File: src/hdl/vrt_pkg.sv
`default_nettype none
package vrt_pkg;
    localparam int CHUNK_EDGE   = 16;
    localparam int WORLD_CHUNKS = 4;
    localparam int WORLD_HEIGHT = 64;
    localparam int CRD_W        = 6;
    localparam int ORG_W        = 22;
    localparam int DIR_W        = 16;
    localparam int FRAC_W       = 16;
    localparam int MAG_W        = 15;
    localparam int NUM_W        = 24;

    localparam logic OP_WRITE = 1'b0;
    localparam logic OP_CAST  = 1'b1;

    // controller to datapath
    typedef struct packed {
        logic load;
        logic clr_we;
        logic wr_we;
        logic rd_en;
        logic cmp_load;
        logic step;
    } t_cmd;

    // datapath to controller
    typedef struct packed {
        logic is_write;
        logic org_out;
        logic walk_out;
        logic all_inf;
        logic solid;
        logic clr_last;
    } t_sts;
endpackage
`default_nettype wire

File: src/hdl/vrt_ctrl.sv
`default_nettype none
module vrt_ctrl (
    input  wire logic          i_clk,
    input  wire logic          i_rst_n,
    input  wire logic          i_start,
    output logic               o_busy,
    output vrt_pkg::t_cmd      o_cmd,
    input  wire vrt_pkg::t_sts i_sts,
    output logic               o_done,
    output logic               o_hit
);
    typedef enum logic [2:0] {S_CLEAR, S_IDLE, S_DECODE, S_READ, S_TEST} t_state;
    t_state r_state, n_state;
    logic   r_done, r_hit, n_done, n_hit;

    always_comb begin
        n_state = r_state;
        n_done  = 1'b0;
        n_hit   = 1'b0;
        o_cmd   = '0;
        unique case (r_state)
            S_CLEAR: begin
                o_cmd.clr_we = 1'b1;
                if (i_sts.clr_last) n_state = S_IDLE;
            end
            S_IDLE: begin
                if (i_start) begin
                    o_cmd.load = 1'b1;
                    n_state    = S_DECODE;
                end
            end
            S_DECODE: begin
                if (i_sts.is_write) begin
                    o_cmd.wr_we = 1'b1;
                    n_state     = S_IDLE;
                end else if (i_sts.org_out || i_sts.walk_out) begin
                    n_done  = 1'b1;
                    n_state = S_IDLE;
                end else begin
                    o_cmd.rd_en    = 1'b1;
                    o_cmd.cmp_load = 1'b1;
                    n_state        = S_READ;
                end
            end
            S_READ: begin
                n_state = S_TEST;
            end
            S_TEST: begin
                if (i_sts.solid) begin
                    n_done  = 1'b1;
                    n_hit   = 1'b1;
                    n_state = S_IDLE;
                end else if (i_sts.all_inf) begin
                    n_done  = 1'b1;
                    n_state = S_IDLE;
                end else begin
                    o_cmd.step = 1'b1;
                    n_state    = S_DECODE;
                end
            end
            default: n_state = S_IDLE;
        endcase
    end

    // hold state and result strobe
    always_ff @(posedge i_clk) begin
        if (!i_rst_n) begin
            r_state <= S_CLEAR;
            r_done  <= 1'b0;
            r_hit   <= 1'b0;
        end else begin
            r_state <= n_state;
            r_done  <= n_done;
            r_hit   <= n_hit;
        end
    end

    assign o_busy = (r_state != S_IDLE);
    assign o_done = r_done;
    assign o_hit  = r_hit;
endmodule
`default_nettype wire

File: config.mk
export PLATFORM = sky130hd
export DESIGN_NAME = vrt_ctrl
export DESIGN_NICKNAME = d
export VERILOG_FILES = /design/src/hdl/vrt_pkg.sv /design/src/hdl/vrt_ctrl.sv
export SDC_FILE = /design/constraint.sdc
export NUM_CORES = 1
export LEC_CHECK = 0
export BUFFER_PORTS_ARGS = -buffer_cell sky130_fd_sc_hd__clkbuf_2
export CAP_MARGIN = 15
export CORE_AREA = 2 2 39 41
export CTS_BUF_LIST = sky130_fd_sc_hd__clkbuf_16
export DETAILED_ROUTE_END_ITERATION = 8
export DIE_AREA = 0 0 41 43
export PLACE_DENSITY = 0.48
export SLEW_MARGIN = 25
export SYNTH_ARGS = -nofsm -noshare
export SYNTH_HDL_FRONTEND = slang
export SYNTH_SLANG_ARGS = --single-unit
File: constraint.sdc
create_clock -name i_clk -period 2 [get_ports i_clk]
set_clock_uncertainty 0.15 [all_clocks]
set_input_delay 0 -clock i_clk [delete_from_list [all_inputs] [get_ports i_clk]]
set_output_delay 0 -clock i_clk [all_outputs]
set_load 0.005 [all_outputs]
==> results of run 1 <==
-- final cells by class --
| cell class | instances | area [um2] |
|---|---|---|
| well taps | 16 | 20.02 |
| fillers | 148 | 908.4 |
| repair buffers | 20 | 115.1 |
| multi-input cells | 23 | 157.7 |
| flip-flops and latches | 5 | 100.1 |
| clock buffers | 3 | 75.07 |
| inverters | 1 | 3.754 |
| clock inverters | 1 | 3.754 |
-- worst max-delay path by stage --
| stage | end | slack, ns | depth (start not counted) |
|---|---|---|---|
| 2_1_floorplan | r_state[1] | 0.57 | 3 |
| 3_3_place_gp | r_state[1] | 0.47 | 3 |
| 3_5_place_dp | r_state[1] | 0.49 | 3 |
| 4_1_cts | o_cmd[2] | 0.34 | 3 |
| 5_1_grt | o_cmd[1] | 0.27 | 3 |
| 6_report | o_cmd[2] | 0.36 | 3 |
-- layer usage --
layer	vias up	share of wire	global-route usage
li1	156	-	-
met1	112	0.46	0.1097
met2	14	0.42	0.1219
met3	0	0.13	0.04712
met4	0	0	0.06000
met5	-	0	0
-- where the power goes --
part	internal [mW]	switching (mW)	total (mW)
Clock	0.259	0.0625	0.321
Combinational	0.0202	0.0158	0.0360
Sequential	0.103	0.00455	0.107
Total	0.382	0.0829	0.465
-- critical path, cell delays in order, from the launching register on --
cell	delay, ns
dfxtp_1	0.44
or4b_4	0.52
nor3_4	0.16
clkbuf_2	0.14
-- flip-flops by register name, summed over array words and instances (netlist names) --
register	flops
o_hit	1
o_done	1
r_state	3
-- layout by cell type, fill, tap and decap left out, types with 2 or more instances in the layout --
master | netlist | final
clkbuf_2 | 0 | 17
dfxtp_1 | 5 | 5
nor2_1 | 3 | 3
clkbuf_16 | 0 | 3
dlygate4sd3_1 | 0 | 3
nor3b_1 | 2 | 2
inv_1 | 1 | 2
nand2_1 | 2 | 2
nor3_1 | 2 | 2
and2_1 | 2 | 2
a21oi_1 | 2 | 2
o21ai_0 | 2 | 2
-- metrics by stage --
stage | util | cell area, um2 | setup slack, ns | std cells | hold WS [ns]
after CTS | 0.3436 | 475.5 | 0.3401 | 69 | 0.05324
after global placement | 0.2649 | 366.6 | 0.4730 | 62 | 0.1033
after floorplan | - | 269.0 | 0.5714 | 30 | -0.1261
final | 0.3436 | 475.5 | 0.3626 | 69 | 0.04081
after detailed placement | 0.2649 | 366.6 | 0.4871 | 62 | 0.09446
after global routing | 0.3436 | 475.5 | 0.2704 | 69 | 0.1055
-- kinds of logic (layout without fill, tap and decap cells) --
group	count (synthesis)	after routing
buffers and inverters	2	25
AND/OR/NAND/NOR	17	17
AO/OA/AOI/OAI	6	6
flip-flops	5	5
==> run_results.csv, run 1 <==
group,metric,value,unit
synthesis,synthSimpleGateAreaFrac,0.4512,
die,die_w,41,um
route,vias,282,
min_path,whs_path_depth,3,
synthesis,ys_async_sr_fraction,0,
synthesis,ys_ff_latch,5,
sta,fin_crit_sh,0.8187,
clocking,postCtsSetupBuffers,0,
place,dp_hpwl,499.2,um
route,drtIter0Drc,3,
global_route,grt_pass1_vias,255,
status,status,"finished, final reports clean",
route,final_antenna_net_count,0,
synthesis,synth-adder-area-share,0,
sta,rsz0062_at_grt,"false",
finish,n_antenna_cell,0,
synthesis,ys_types,18,
flow_run,cap_viol_max_count,0,
worst_setup_path,rr_worst_depth,3,
synthesis,synth_edf_count,0,
sta,slew_viol_final,0,
worst_setup_path,r2r-start,"r_state[1]",
global_route,track_usage,0.09146,
synthesis,syn_area_per_cell,8.967,um2
synthesis,yosys_warnings,0,
pwr,power,0.4646,mW
finish,drive_gt1_frac,0.4340,
die,start_util,0.1944,
global_route,grt_start_max_net_pins,10,
clocking,hold_buffers,3,
clocking,cts_tree,"yes",
synthesis,synth_area,269.0,um2
sta,fmaxAchievable,610.7,MHz
sta,final.min_clock_period,1.637,ns
die,fp-row-count,14,
sta,worst_pin_slew,0.3363,ns
synthesis,synth.top_cells.by_count,"dfxtp_1, nor2_1",
die,pin_count,18,
synthesis,synth_top_area_frac,0.3721,
sta,finalHoldViolCount,0,
clocking,clkSinkCount,5,
synthesis,syn_inst,30,
synthesis,netlist.top_cell.by_area,"dfxtp_1",
die,die_area,1763,um2
clocking,ctsResizeCount,0,
min_path,min_path_type,"input pin to flop",
clocking,clockRootBuffer,"clkbuf_16",
clocking,clock_path_buffers,2,
global_route,grt_overflow_total,0,
sta,relSlewSlack,0.7753,
route,route.detailed.drc,0,
worst_setup_path,rr_endpoint,"r_state[1]",
die,coreArea,1384,um2
pwr,p_leak,0.2286,nW
worst_setup_path,critPathKind,"flop to output pin",
pwr,ir_drop,0.2627,mV
synthesis,synth_compound_area_frac,0.1349,
place,portBuffers,17,
route,routedWlPerCell,9.710,um
worst_setup_path,cp-end-kind,"output pin",
global_route,antenna_found_initial,0,
sta,tns,0,ns
route,routed_wl,670,um
finish,syn2layout_area_growth,76.74,%
place,gp_congestion,0.6940,
synthesis,seq_area_frac_synth,0.3721,
route,routed_via_density,4.087,
synthesis,synth_top_family_by_area,"simple AND/OR/NAND/NOR gates",
finish,nets,63,
min_path,hold_path_end,"r_state[0]",
clocking,path_clk_slew,0.03,ns
clocking,clock_latency,0.22,ns
synthesis,synth_ff_type,"dfxtp_1",
pwr,cellPowerDensity,977.1,nW/um2
global_route,grt_pass1_wl,1028,um
clocking,cts_buffers,3,
route,firstDrtPassIters,4,
sta,setup_viol,0,
worst_setup_path,reg2reg_slack,0.50,ns
min_path,hp-start,"i_sts[2]",
worst_setup_path,path_max_fanout,9,
synthesis,synth_xor_area_frac,0,
worst_setup_path,cp.required,1.85,ns
synthesis,synth.area.top_cells,"dfxtp_1, nor3_4, nor3b_1",
worst_setup_path,crit_path_start_kind,"flop",
clocking,ctsHtreeMaxLevel,1,
worst_setup_path,arrival,1.49,ns
synthesis,syn-num-nets,39,
die,die_y,43,um
synthesis,synthMuxAreaShare,0,
worst_setup_path,critPathLaunch,"r_state[1]",
synthesis,synthMostInstantiatedCell,"dfxtp_1",
Note: power is estimated with default switching activity, not from simulation.
==> run 2, diff against run 1 <==
- PLACE_DENSITY: 0.48 -> 0.49
- clock period: 2 -> 1.5 ns (I/O delays scaled with it)
==> run 2 against run 1 <==
Net effect: the run now ends with negative setup slack left; core utilization increased by 3.1 points; critical path depth did not move; first-iteration DRC count rose to 5.3 times the previous value; cell area up 8.9%; count of clock-buffer cells in the layout is the same; critical path type unchanged.
==> run_results.csv, run 2 (same netlist as run 1, synthesis figures left out) <==
group,metric,value,unit
status,status,"finished with violations",
status,violations,"negative setup slack",
pwr,p_switching,0.1079,mW
pwr,cellPowerDensity,1199,nW/um2
global_route,met2_usage,0.1313,
sta,relSlewSlack,0.8473,
die,fp-row-count,14,
global_route,grt_pass1_wl,1097,um
worst_setup_path,critPathKind,"flop to output pin",
global_route,track_usage,0.09529,
worst_setup_path,critPathLaunch,"r_state[2]",
pwr,intPower,0.5130,mW
route,routed_wl,690,um
finish,regMostFlops,"r_state",
global_route,grt_overflow_total,0,
pwr,seqPwrFrac,0.225,
finish,final_common_cell,"clkbuf_2",
die,die_area,1763,um2
worst_setup_path,crit_path_start_kind,"flop",
die,die_w,41,um
clocking,clock_latency,0.22,ns
finish,n_antenna_cell,0,
die,coreArea,1384,um2
min_path,hp-start,"i_sts[4]",
clocking,clockRootBuffer,"clkbuf_16",
clocking,clock_path_buffers,2,
worst_setup_path,path_max_fanout,3,
route,drtIter0Drc,16,
pwr,clkPwrFrac,0.680,
worst_setup_path,reg2reg_slack,0.02,ns
sta,rsz0062_at_grt,"true",
worst_setup_path,cp_slowest_cell,"or4b_4",
finish,largest_register_ff_count,3,
route,firstDrtPassIters,4,
sta,finalHoldViolCount,0,
die,die_y,43,um
sta,final.min_clock_period,1.534,ns
pwr,pwr-share-comb,0.096,
pwr,p_leak,0.2573,nW
route,vias,324,
global_route,grt_util_met1,0.1122,
clocking,path_clk_slew,0.03,ns
finish,nets,67,
finish,layout.cells.non_filler,73,
sta,fin_crit_sh,1.022,
worst_setup_path,cp-end-kind,"output pin",
die,start_util,0.1944,
route,routedWlPerCell,9.452,um
sta,whs,0.06064,ns
finish,syn2layout_area_growth,92.56,%
pwr,switching_share,0.1737,
pwr,power,0.6208,mW
pwr,ir_drop,0.4447,mV
route,routed_via_density,4.438,
global_route,busiest_layer,"met2",
finish,drive_gt1_frac,0.5088,
clocking,ctsHtreeMaxLevel,1,
finish,final_cell_mix,"clkbuf_2, dfxtp_1, buf_4",
worst_setup_path,max_stage_delay,0.56,ns
worst_setup_path,arrival,1.38,ns
global_route,grt_start_max_net_pins,8,
finish,fillers,151,
sta,slew_viol_final,0,
worst_setup_path,r2r-start,"r_state[2]",
worst_setup_path,crit_chain,"or4b_4 -> nor3_4 -> clkbuf_2",
route,route.detailed.drc,0,
global_route,use_met3,0.06283,
worst_setup_path,cp.required,1.35,ns
sta,setup_viol,2,
flow_run,cap_viol_max_count,0,
sta,worst_pin_slew,0.2281,ns
sta,fmaxAchievable,652.0,MHz
route,final_antenna_net_count,0,
clocking,clkSinkCount,5,
global_route,grt_pass1_vias,277,
place,gp_congestion,0.6534,
clocking,cts_buffers,3,
min_path,min_path_type,"input pin to flop",
place,portBuffers,17,
sta,layout_setup_ws,-0.03367,ns
place,dp_cells,65,
global_route,antenna_found_initial,0,
clocking,cts_tree,"yes",
die,pin_count,18,
run 2: cell types whose count changed in the layout (fill, tap and decap cells not counted), sizes merged:
cell / delta
buf: +4
run 2: metrics by stage:
| stage | TNS (ns) | util | setup slack [ns] | area (um2) |
|---|---|---|---|---|
| 6_report | -0.06703 | 0.3743 | -0.03367 | 518.0 |
| 5_1_grt | -0.2211 | 0.3743 | -0.07942 | 518.0 |
| 4_1_cts | -0.08399 | 0.3653 | -0.03998 | 505.5 |
| 3_5_place_dp | 0 | 0.2812 | 0.09464 | 389.1 |
| 3_3_place_gp | 0 | 0.2812 | 0.1016 | 389.1 |
| 2_1_floorplan | 0 | - | 0.07139 | 269.0 |
run 2: layout make-up:
class	instances	area, um2	share of cell area
Inverter	1	3.754	0.007246
Tap cell	16	20.02	0.03865
Clock buffer	3	75.07	0.1449
Sequential cell	5	101.3	0.1957
Clock inverter	1	3.754	0.007246
Multi-Input combinational cell	23	168.9	0.3261
Timing Repair Buffer	24	145.1	0.2802
run 2: routing by layer:
| metal | routed length [um] | part of all wire | up-vias |
|---|---|---|---|
| met1 | 301 | 0.44 | 141 |
| met2 | 312 | 0.45 | 15 |
| li1 | - | - | 168 |
| met5 | 0 | 0 | - |
| met4 | 0 | 0 | 0 |
| met3 | 76 | 0.11 | 0 |
run 2: path summary, 6_finish.rpt:
| check | endpoint | cells past startpoint |
|---|---|---|
| max | o_cmd[1] | 3 |
| max reg2reg | r_state[1] | 4 |
| min reg2reg | o_hit | 2 |
| min | o_done | 4 |
run 2: power by group through the flow:
stage,sequential (mW),combinational (mW),clock [mW]
after floorplan,0.143,0.0179,0
after detailed placement,0.141,0.0516,0
final,0.139,0.0594,0.422
after CTS,0.139,0.0579,0.432
after global placement,0.141,0.0521,0
after global routing,0.140,0.0653,0.451
run 2: what timing repair did:
action,CTS,global route
setup endpoints to repair,2,5
resized for setup,0,3
hold buffers,3,0
buffers inserted,1,0
pin swaps,0,1
hold endpoints to repair,5,0
run 2: worst max-delay path: cells and delay by family, from the launching register on:
| family | cells | cell delay [ns] |
|---|---|---|
| buf+inv | 1 | 0.14 |
| flops | 1 | 0.31 |
| simple gates | 2 | 0.71 |
==> run 3, diff against run 2 <==
- ABC_AREA: unset -> 1
- PLACE_DENSITY: 0.49 -> 0.51
==> run 3 against run 2 <==
Net effect: the run ends with negative hold slack left; sequential power increased by 6%; first-iteration DRC count decreased by 56%; flip-flop and latch count unchanged; register-to-register slack improved by 0.33 ns; hold slack got worse by 0.062 ns; largest power group unchanged.
==> run_results.csv, run 3 <==
group,metric,value,unit
status,status,"finished with violations",
status,violations,"negative hold slack",
synthesis,syn-num-nets,57,
die,die_w,41,um
global_route,grt_start_max_net_pins,8,
global_route,use_met3,0.07853,
clocking,cts_tree,"yes",
pwr,intPower,0.5291,mW
finish,syn2layout_area_growth,82.17,%
global_route,grt_pass1_vias,338,
pwr,cellPowerDensity,1265,nW/um2
flow_run,cap_viol_max_count,0,
synthesis,synth.top_cells.by_count,"nand2_1, inv_1, nor2_1",
sta,whs,-0.001712,ns
place,dp_cells,80,
worst_setup_path,path_max_fanout,3,
worst_setup_path,critPathKind,"input pin to flop",
finish,final_cell_mix,"clkbuf_2, inv_1, nand2_1, nor2_1, dlygate4sd3_1",
synthesis,netlist.top_cell.by_area,"dfxtp_1",
synthesis,synth_compound_area_frac,0.01739,
clocking,clkSinkCount,5,
synthesis,synthSimpleGateAreaFrac,0.4652,
route,drtIter0Drc,7,
synthesis,synth_xor_area_frac,0,
global_route,busiest_layer,"met2",
sta,final.min_clock_period,1.322,ns
synthesis,synth_ff_type,"dfxtp_1",
synthesis,ys_ff_latch,5,
synthesis,synthMostInstantiatedCell,"nand2_1",
synthesis,synth-adder-area-share,0,
die,die_area,1763,um2
sta,setup_viol,0,
route,final_antenna_net_count,0,
place,portBuffers,17,
synthesis,ys_types,12,
clocking,ctsResizeCount,0,
die,start_util,0.2080,
clocking,cts_buffers,3,
worst_setup_path,cp.required,1.47,ns
die,fp-row-count,14,
synthesis,synth.area.top_cells,"dfxtp_1, nand2_1, inv_1",
global_route,antenna_found_initial,0,
pwr,clkPwrFrac,0.647,
synthesis,synth_top_family_by_area,"simple AND/OR/NAND/NOR gates",
global_route,grt_overflow_total,0,
route,routed_wl,742,um
sta,fin_crit_sh,0.8815,
sta,slew_viol_final,0,
sta,worst_pin_slew,0.2594,ns
finish,nets,84,
route,routed_via_density,3.967,
synthesis,synth_area,287.8,um2
clocking,clock_latency,0.23,ns
route,firstDrtPassIters,4,
worst_setup_path,arrival,1.29,ns
sta,fmaxAchievable,756.3,MHz
worst_setup_path,cp_slowest_cell,"dlygate4sd3_1",
finish,stdcell_area,524.3,um2
finish,layout.cells.non_filler,90,
synthesis,ys_async_sr_fraction,0,
clocking,clockRootBuffer,"clkbuf_16",
pwr,switching_share,0.2025,
worst_setup_path,cp_common_cell,"dlygate4sd3_1",
synthesis,syn_area_per_cell,5.995,um2
sta,relSlewSlack,0.8268,
route,vias,357,
global_route,met2_usage,0.1563,
worst_setup_path,crit_chain,"dlygate4sd3_1 -> clkbuf_2 -> nand2_1 -> dlygate4sd3_1 -> nor2_1",
worst_setup_path,max_stage_delay,0.54,ns
pwr,p_switching,0.1343,mW
place,gp_congestion,0.7798,
finish,multi_input_area,138.9,um2
finish,seq_area,100.1,um2
place,placed_area,385.4,um2
finish,final_common_cell,"clkbuf_2",
route,route.detailed.drc,0,
synthesis,seq_area_frac_synth,0.3478,
route,routedWlPerCell,8.244,um
pwr,seqPwrFrac,0.224,
sta,tns,0,ns
pwr,p_leak,0.2977,nW
worst_setup_path,cp-end-kind,"flop",
die,coreArea,1384,um2
finish,drive_gt1_frac,0.2973,
synthesis,yosys_warnings,0,
place,dp_hpwl,555.6,um
min_path,min_path_type,"input pin to flop",
sta,rsz0062_at_grt,"false",
sta,finalHoldViolCount,1,
clocking,ctsHtreeMaxLevel,1,
synthesis,synth_edf_count,0,
global_route,grt_pass1_wl,1173,um
finish,largest_register_ff_count,3,
pwr,power,0.6634,mW
clocking,path_clk_slew,0.03,ns
synthesis,synth_top_area_frac,0.3478,
pwr,ir_drop,0.6390,mV
die,die_y,43,um
clocking,clock_path_buffers,2,
synthesis,synthMuxAreaShare,0,
finish,fillers,149,
finish,n_antenna_cell,0,
global_route,track_usage,0.1024,
global_route,grt_util_met1,0.09968,
die,pin_count,18,
synthesis,syn_inst,48,
finish,regMostFlops,"r_state",
pwr,pwr-share-comb,0.130,
worst_setup_path,crit_path_start_kind,"input pin",
[run 3: changes by cell type after synthesis, moves of 2 or more]
cell / before / now
nand3b_1: 0 / 2
nor2_1: 3 / 8
nor3b_1: 2 / 0
nand3_1: 0 / 4
o21ai_0: 2 / 0
nand2_1: 2 / 11
and2_1: 2 / 0
inv_1: 1 / 10
[run 3: layout make-up]
cell class | instances | share of cell area
clock inverters | 1 | 0.007160
repair buffers | 23 | 0.2768
flip-flops and latches | 5 | 0.1909
well taps | 16 | 0.03819
clock buffers | 3 | 0.1432
inverters | 11 | 0.07876
multi-input cells | 31 | 0.2649
[run 3: per-stage QoR]
| stage | util | setup WS [ns] |
|---|---|---|
| 3_3_place_gp | 0.2785 | 0.3444 |
| 5_1_grt | 0.3788 | 0.1376 |
| 3_5_place_dp | 0.2785 | 0.3653 |
| 6_report | 0.3788 | 0.1777 |
| 2_1_floorplan | - | 0.4533 |
| 4_1_cts | 0.3861 | 0.05088 |
[run 3: per-layer routing]
layer,wire length [um],share of wire
met3,78,0.11
met1,330,0.44
met4,0,0
met5,0,0
met2,333,0.45
[run 3: path summary, 6_finish.rpt]
kind | slack (ns) | cells past startpoint | endpoint | start
min | -0.002 | 5 | o_done | i_sts[4]
max reg2reg | 0.35 | 6 | r_state[0] | r_state[0]
min reg2reg | 0.40 | 2 | r_state[2] | r_state[1]
max | 0.18 | 5 | o_hit | i_rst_n
[run 3: logic make-up (layout without fill, tap and decap cells)]
family,Yosys count,count (layout)
buf+inv,12,38
compound gates,1,1
flops,5,5
simple gates,30,30
[run 3: critical path, delay by kind of cell]
family,cells,cell delay (ns)
AND/OR/NAND/NOR,2,0.10
buffers and inverters,3,1.20
[run 3: what timing repair did]
item | 4_1_cts | 5_1_grt
hold buffers | 7 | 0
endpoints found under the hold margin | 5 | 0
setup buffers | 0 | 0
endpoints found under the setup margin | 0 | 1
[run 3: power by group through the flow]
stage                     Sequential, mW  Combinational [mW]  Clock (mW)
after CTS                          0.148              0.0883       0.439
after detailed placement           0.150              0.0739           0
final                              0.148              0.0860       0.429
after global placement             0.150              0.0741           0
after floorplan                    0.149              0.0457           0
after global routing               0.150              0.0974       0.450
